**config.mk**
```make
export PLATFORM = sky130hd
export DESIGN_NAME = t1_block_deframer_top
export DESIGN_NICKNAME = d
export VERILOG_FILES = /design/src/rtl/core/t1d_pkg.sv /design/src/rtl/core/t1d_step.sv /design/src/rtl/core/t1_block_deframer_top.sv
export SDC_FILE = /design/constraint.sdc
export NUM_CORES = 1
export LEC_CHECK = 0
export BUFFER_PORTS_ARGS = -buffer_cell sky130_fd_sc_hd__buf_2
export CAP_MARGIN = 5
export CORE_MARGIN = 3
export CORE_UTILIZATION = 25
export CTS_BUF_LIST = sky130_fd_sc_hd__clkbuf_2
export DETAILED_ROUTE_END_ITERATION = 7
export GPL_TIMING_DRIVEN = 0
export PLACE_DENSITY = 0.38
export SYNTH_ARGS = -nofsm -noshare
export SYNTH_HDL_FRONTEND = slang
export SYNTH_SLANG_ARGS = --single-unit
export TNS_END_PERCENT = 100
```
**constraint.sdc**
```tcl
create_clock -name i_clk -period 2.6 [get_ports i_clk]
set_clock_uncertainty 0.05 [all_clocks]
set_input_delay 0.26 -clock i_clk [delete_from_list [all_inputs] [get_ports i_clk]]
set_output_delay 0.26 -clock i_clk [all_outputs]
set_load 0.02 [all_outputs]
```
**src/rtl/core/t1d_pkg.sv**
```systemverilog
package t1d_pkg;

    // Phase codes: the role that the next received byte will take.
    localparam logic [2:0] PH_ADDR = 3'd0;
    localparam logic [2:0] PH_CTRL = 3'd1;
    localparam logic [2:0] PH_LEN  = 3'd2;
    localparam logic [2:0] PH_INFO = 3'd3;
    localparam logic [2:0] PH_EPI  = 3'd4;

    // Byte role codes on the result.
    localparam logic [2:0] ROLE_ADDR = 3'd0;
    localparam logic [2:0] ROLE_CTRL = 3'd1;
    localparam logic [2:0] ROLE_LEN  = 3'd2;
    localparam logic [2:0] ROLE_INFO = 3'd3;
    localparam logic [2:0] ROLE_EPI  = 3'd4;

    // Block kinds decoded from the control byte.
    localparam logic [1:0] KIND_I = 2'd0;
    localparam logic [1:0] KIND_R = 2'd1;
    localparam logic [1:0] KIND_S = 2'd2;

    // Status codes.
    localparam logic [1:0] ST_OK      = 2'd0;
    localparam logic [1:0] ST_LRC_BAD = 2'd1;
    localparam logic [1:0] ST_TOO_BIG = 2'd2;

    // Control byte masks.
    localparam logic [7:0] PCB_R_BIT   = 8'h80;
    localparam logic [7:0] PCB_TYPE_MASK = 8'hC0;

    // Configuration register indexes and reset values.
    localparam int unsigned CFG_IDX_W       = 1;
    localparam logic [CFG_IDX_W-1:0] CFG_REDUNDANCY = 1'd0;
    localparam logic [CFG_IDX_W-1:0] CFG_MAX_INFO   = 1'd1;
    localparam logic [7:0] MAX_INFO_RESET = 8'd254;

    // Epilogue lengths.
    localparam logic [7:0] EPI_LEN_LRC = 8'd1;
    localparam logic [7:0] EPI_LEN_CRC = 8'd2;

    typedef struct packed {
        logic       redundancy_mode;
        logic [7:0] max_info_len;
    } t_cfg;

    typedef struct packed {
        logic [2:0] phase;
        logic [7:0] bytes_left;
        logic [7:0] xor_acc;
        logic [1:0] kind;
    } t_state;

    typedef struct packed {
        logic [7:0] byte_value;
        logic [2:0] byte_role;
        logic [1:0] block_kind;
        logic       block_end;
        logic [1:0] status;
    } t_result;

    // Decode the block type from the control byte.
    function automatic logic [1:0] decode_kind(input logic [7:0] pcb);
        logic [1:0] k;
        if ((pcb & PCB_R_BIT) == 8'h00) begin
            k = KIND_I;
        end else if ((pcb & PCB_TYPE_MASK) == PCB_R_BIT) begin
            k = KIND_R;
        end else begin
            k = KIND_S;
        end
        return k;
    endfunction

endpackage

```
**src/rtl/core/t1d_step.sv**
```systemverilog
module t1d_step (
    input  logic              i_clk,
    input  logic              i_rst_n,
    input  logic              i_adv,
    input  logic [7:0]        i_byte,
    input  t1d_pkg::t_cfg     i_cfg,
    output t1d_pkg::t_result  o_result
);

    t1d_pkg::t_state r_state;
    t1d_pkg::t_state n_state;
    logic [7:0]      epi_len;

    assign epi_len = i_cfg.redundancy_mode ? t1d_pkg::EPI_LEN_CRC : t1d_pkg::EPI_LEN_LRC;

    // Tag the byte and compute the next framing state.
    always_comb begin
        n_state             = r_state;
        o_result.byte_value = i_byte;
        o_result.byte_role  = t1d_pkg::ROLE_ADDR;
        o_result.block_kind = r_state.kind;
        o_result.block_end  = 1'b0;
        o_result.status     = t1d_pkg::ST_OK;
        case (r_state.phase)
            t1d_pkg::PH_CTRL: begin
                o_result.byte_role  = t1d_pkg::ROLE_CTRL;
                n_state.kind        = t1d_pkg::decode_kind(i_byte);
                o_result.block_kind = n_state.kind;
                n_state.xor_acc     = r_state.xor_acc ^ i_byte;
                n_state.phase       = t1d_pkg::PH_LEN;
            end
            t1d_pkg::PH_LEN: begin
                o_result.byte_role = t1d_pkg::ROLE_LEN;
                n_state.xor_acc    = r_state.xor_acc ^ i_byte;
                if (i_byte > i_cfg.max_info_len) begin
                    o_result.block_end = 1'b1;
                    o_result.status    = t1d_pkg::ST_TOO_BIG;
                    n_state.phase      = t1d_pkg::PH_ADDR;
                    n_state.bytes_left = 8'd0;
                end else if (i_byte == 8'd0) begin
                    n_state.phase      = t1d_pkg::PH_EPI;
                    n_state.bytes_left = epi_len;
                end else begin
                    n_state.phase      = t1d_pkg::PH_INFO;
                    n_state.bytes_left = i_byte;
                end
            end
            t1d_pkg::PH_INFO: begin
                o_result.byte_role = t1d_pkg::ROLE_INFO;
                n_state.xor_acc    = r_state.xor_acc ^ i_byte;
                if (r_state.bytes_left > 8'd1) begin
                    n_state.bytes_left = r_state.bytes_left - 8'd1;
                end else begin
                    n_state.phase      = t1d_pkg::PH_EPI;
                    n_state.bytes_left = epi_len;
                end
            end
            t1d_pkg::PH_EPI: begin
                o_result.byte_role = t1d_pkg::ROLE_EPI;
                if (r_state.bytes_left > 8'd1) begin
                    n_state.bytes_left = r_state.bytes_left - 8'd1;
                end else begin
                    o_result.block_end = 1'b1;
                    if (!i_cfg.redundancy_mode && (i_byte != r_state.xor_acc)) begin
                        o_result.status = t1d_pkg::ST_LRC_BAD;
                    end
                    n_state.phase      = t1d_pkg::PH_ADDR;
                    n_state.bytes_left = 8'd0;
                end
            end
            default: begin
                // Address byte, also taken for any unused phase code.
                o_result.byte_role  = t1d_pkg::ROLE_ADDR;
                o_result.block_kind = t1d_pkg::KIND_I;
                n_state.xor_acc     = i_byte;
                n_state.bytes_left  = 8'd0;
                n_state.phase       = t1d_pkg::PH_CTRL;
            end
        endcase
    end

    // Framing state advances once per processed byte.
    always_ff @(posedge i_clk) begin
        if (!i_rst_n) begin
            r_state.phase      <= t1d_pkg::PH_ADDR;
            r_state.bytes_left <= 8'd0;
            r_state.xor_acc    <= 8'd0;
            r_state.kind       <= t1d_pkg::KIND_I;
        end else if (i_adv) begin
            r_state <= n_state;
        end
    end

endmodule

```
**src/rtl/core/t1_block_deframer_top.sv**
```systemverilog
// T=1 block deframer. Each received card byte is returned once, tagged with its
// role in the block (address, control, length, information or epilogue), the
// block type decoded from the control byte, an end-of-block flag and a status
// (LRC mismatch, or length above max_info_len which aborts the block). The
// block sustains one byte per clock: the byte sits in an input register while
// the framing logic tags it, and the tagged result is held in an output
// register. While results are taken every cycle, a byte can be accepted every
// cycle; while a result waits, one more byte is held in the input register and
// then the input stalls until the result is taken. An accepted byte moves from
// the input register into the output register. Configuration register 0 selects
// one LRC byte (0) or two unchecked CRC bytes (1) as the epilogue; register 1
// sets the largest accepted information length. Write configuration only while
// no transaction is in flight.
module t1_block_deframer_top (
    input  logic                          i_clk,
    input  logic                          i_rst_n,
    input  logic                          i_in_valid,
    output logic                          o_in_ready,
    input  logic [7:0]                    i_rx_byte,
    output logic                          o_out_valid,
    input  logic                          i_out_ready,
    output logic [7:0]                    o_byte_value,
    output logic [2:0]                    o_byte_role,
    output logic [1:0]                    o_block_kind,
    output logic                          o_block_end,
    output logic [1:0]                    o_status,
    input  logic                          i_cfg_valid,
    output logic                          o_cfg_ready,
    input  logic [t1d_pkg::CFG_IDX_W-1:0] i_cfg_index,
    input  logic [7:0]                    i_cfg_data
);

    t1d_pkg::t_cfg    r_cfg;
    logic             r_in_valid;
    logic [7:0]       r_in_byte;
    logic             r_out_valid;
    t1d_pkg::t_result r_out;
    t1d_pkg::t_result step_result;
    logic             adv;

    // A byte moves to the output register when that register is free or drains.
    assign adv         = r_in_valid && (!r_out_valid || i_out_ready);
    assign o_in_ready  = !r_in_valid || adv;
    assign o_cfg_ready = 1'b1;

    // Configuration registers.
    always_ff @(posedge i_clk) begin
        if (!i_rst_n) begin
            r_cfg.redundancy_mode <= 1'b0;
            r_cfg.max_info_len    <= t1d_pkg::MAX_INFO_RESET;
        end else if (i_cfg_valid) begin
            case (i_cfg_index)
                t1d_pkg::CFG_REDUNDANCY: r_cfg.redundancy_mode <= i_cfg_data[0];
                t1d_pkg::CFG_MAX_INFO:   r_cfg.max_info_len    <= i_cfg_data;
                default: ;
            endcase
        end
    end

    // Input register control.
    always_ff @(posedge i_clk) begin
        if (!i_rst_n) begin
            r_in_valid <= 1'b0;
        end else if (o_in_ready) begin
            r_in_valid <= i_in_valid;
        end
    end

    // Input register payload.
    always_ff @(posedge i_clk) begin
        if (i_in_valid && o_in_ready) begin
            r_in_byte <= i_rx_byte;
        end
    end

    t1d_step u_step (
        .i_clk    (i_clk),
        .i_rst_n  (i_rst_n),
        .i_adv    (adv),
        .i_byte   (r_in_byte),
        .i_cfg    (r_cfg),
        .o_result (step_result)
    );

    // Result register control.
    always_ff @(posedge i_clk) begin
        if (!i_rst_n) begin
            r_out_valid <= 1'b0;
        end else if (adv) begin
            r_out_valid <= 1'b1;
        end else if (i_out_ready) begin
            r_out_valid <= 1'b0;
        end
    end

    // Result register payload.
    always_ff @(posedge i_clk) begin
        if (adv) begin
            r_out <= step_result;
        end
    end

    assign o_out_valid  = r_out_valid;
    assign o_byte_value = r_out.byte_value;
    assign o_byte_role  = r_out.byte_role;
    assign o_block_kind = r_out.block_kind;
    assign o_block_end  = r_out.block_end;
    assign o_status     = r_out.status;

endmodule
```
==> impl_metrics.env <==
export IMPL_status="finished, final reports clean"
export IMPL_synth_seq_cells=56
export IMPL_mostFrequentLayoutCells="nand2_1, buf_2, dfxtp_1"
export IMPL_clock_sinks=56
export IMPL_hp_class="in -> reg"
export IMPL_vias_per_cell=4.49
export IMPL_worstPathRequired_ns=2.98
export IMPL_core_area_um2=10500
export IMPL_fin_setup_tns_ns=0
export IMPL_yosys_area_top_type="edfxtp_1"
export IMPL_crit_fanout=8
export IMPL_critPathKind="reg -> reg"
export IMPL_setup_viol=0
export IMPL_synth_avg_cell_area_um2=9.72
export IMPL_port_buffers=39
export IMPL_path_cells="ha_1, nor2b_1, o211ai_1, a21oi_1, o22ai_2, nor3b_4, a22o_1"
export IMPL_dieArea_um2=12200
export IMPL_drt_iter0_markers=89
export IMPL_relSlewSlack=0.546
export IMPL_syn_inst=280
export IMPL_wl_um=7020
export IMPL_cpPeakStageDelay_ns=0.60
export IMPL_grt_max_degree=20
export IMPL_period_minus_slack_ns=2.37
export IMPL_hold_depth=2
export IMPL_gp_congestion=0.795
export IMPL_numCtsBuffers=5
export IMPL_final_fill_count=1123
export IMPL_grt_ovfl_total=0
export IMPL_route_antenna_remaining_nets=0
export IMPL_die_h_um=110
export IMPL_crit_slowest_cell="edfxtp_1"
export IMPL_h_tree_depth=2
export IMPL_area_delta_synth_final_pct=22.9
export IMPL_synthTopCellsByArea="edfxtp_1, dfxtp_1, nand2_1, xor2_1, ha_1"
export IMPL_path_clk_slew_ns=0.32
export IMPL_min_period_over_period=0.912
export IMPL_reg2reg_depth=7
export IMPL_drtPass1Iterations=4
export IMPL_placed_area_um2=3100
export IMPL_cp_arrival_ns=2.75
export IMPL_synth_warnings=0
export IMPL_hpwl_um=5150
export IMPL_cts_tree="yes"
export IMPL_synth_distinct_cells=46
export IMPL_cts_buffer_depth=2
export IMPL_cp_end_kind="flip-flop"
export IMPL_final_common_cell="nand2_1"
export IMPL_start_kind="flip-flop"
export IMPL_r2r_slack_ns=0.23
export IMPL_synth_edf_count=24
export IMPL_vias=2164
export IMPL_peakVddDrop_uv=243
export IMPL_ys_flop_type="dfxtp_1"
export IMPL_grt_pass1_vias=2245
export IMPL_final_area_um2=3350
export IMPL_grt_pass1_wl_um=11600
export IMPL_maxCapViolCount=0
export IMPL_rsz0062_at_grt="false"
export IMPL_rows=37
export IMPL_wl_per_cell_um=14.6
export IMPL_clock_latency_ns=0.48
export IMPL_syn_area_um2=2720
export IMPL_grt_use_total=0.126
export IMPL_tightest_slew_ns=0.682
export IMPL_yosysTopAreaCellShare=0.265
export IMPL_max_freq_mhz=422
export IMPL_fin_util=0.320
export IMPL_ioPinCount=41
export IMPL_start_util=0.260
export IMPL_synth_yosys_seq_area_share=0.500
export IMPL_fin_nets=376
export IMPL_drive_gt1_frac=0.171
export IMPL_async_reset_ff_frac=0
export IMPL_fp_dieW_um=110
export IMPL_synth_nets=312
export IMPL_cellLeakagePower_uw=0.00135
export IMPL_drcViolationCount=0
export IMPL_slew_viol_final=0
export IMPL_root_buffer="clkbuf_2"
export IMPL_antenna_found_initial=0
export IMPL_power_density_nw_per_um2=486
export IMPL_final_hold_viol_count=0
[Yosys cell counts (4+ instances only)]
cell      count
nor2_1       12
nand4_1       5
nand2b_1      8
and2_1       11
a22o_1        6
o211ai_1      9
a21boi_0      5
o21ai_0      12
nor4_1        4
nand2_1      46
ha_1         10
dfxtp_1      32
edfxtp_1     24
nor3_1        4
nor2b_1       9
xor2_1       17
a21oi_1       9
clkbuf_1      9
nand3_1       7
inv_1        13
[power breakdown]
group	internal, uW	total [uW]	switching (uW)
clock	75.8	385	309
sequential	962	993	30.7
combinational	105	248	144
[worst max-delay path: cells and delay by family, from the launching register on]
family                   cells  cell delay [ns]
AND/OR/NAND/NOR              2             0.57
flip-flops                   1             0.60
adder cells (fa/ha/maj)      1             0.34
AO/OA/AOI/OAI                4             0.76
[worst paths after layout]
| path | from | endpoint |
|---|---|---|
| setup / recovery | r_in_byte[1] | u_step.r_state[15] |
| hold / removal | i_rst_n | u_step.r_state[17] |
| setup reg to reg | r_in_byte[1] | u_step.r_state[15] |
| hold reg to reg | u_step.r_state[0] | u_step.r_state[0] |
[metal layers]
layer,vias up,track usage,part of all wire
met5,-,0,0
met4,0,0.0317,0.010
met3,5,0.0221,0.032
met2,36,0.207,0.45
met1,1013,0.172,0.51
li1,1110,-,-
[logic make-up after synthesis]
| group | synth area share |
|---|---|
| AOI/OAI and AO/OA | 0.137 |
| other | 0.00138 |
| muxes | 0.00368 |
| DFF | 0.500 |
| and+or+nand+nor | 0.215 |
| adders and majority gates | 0.0460 |
| xor gates and xnor gates | 0.0579 |
| buffers and inverters | 0.0391 |
[area by class of cell]
type / count / area [um2] / area share
Antenna cell: 1 / 2.50 / 0.000748
Buffer: 12 / 57.6 / 0.0172
Clock buffer: 5 / 25.0 / 0.00748
Clock inverter: 3 / 27.5 / 0.00823
Inverter: 13 / 48.8 / 0.0146
Multi-Input combinational cell: 199 / 1270 / 0.380
Sequential cell: 56 / 1360 / 0.407
Tap cell: 136 / 170 / 0.0509
Timing Repair Buffer: 57 / 380 / 0.114
[stage by stage]
| step | power [uW] | instances | hold slack (ns) | setup WS, ns |
|---|---|---|---|---|
| detailed placement | 1240 | 456 | 0.388 | -0.281 |
| global placement | 1240 | 455 | 0.387 | -0.292 |
| finish | 1630 | 482 | 0.0122 | 0.230 |
| CTS | 1650 | 481 | 0.00620 | 0.234 |
| floorplan | 1150 | 280 | 0.309 | 0.463 |
| global route | 1720 | 481 | 0.00279 | 0.0719 |
[sequential cells by signal, indices dropped and copies added, names as in the netlist, 2 cells and up]
register / count
o_block_kind: 2
o_byte_role: 3
o_byte_value: 8
o_status: 2
r_cfg: 9
r_in_byte: 8
u_step.r_state: 21
[repair_timing]
item	CTS	global route
resized for setup	3	0
hold buffers	17	0
setup buffers	0	0
endpoints found under the hold margin	18	0
endpoints found under the setup margin	5	0
Power figures use the tool's default switching activity.
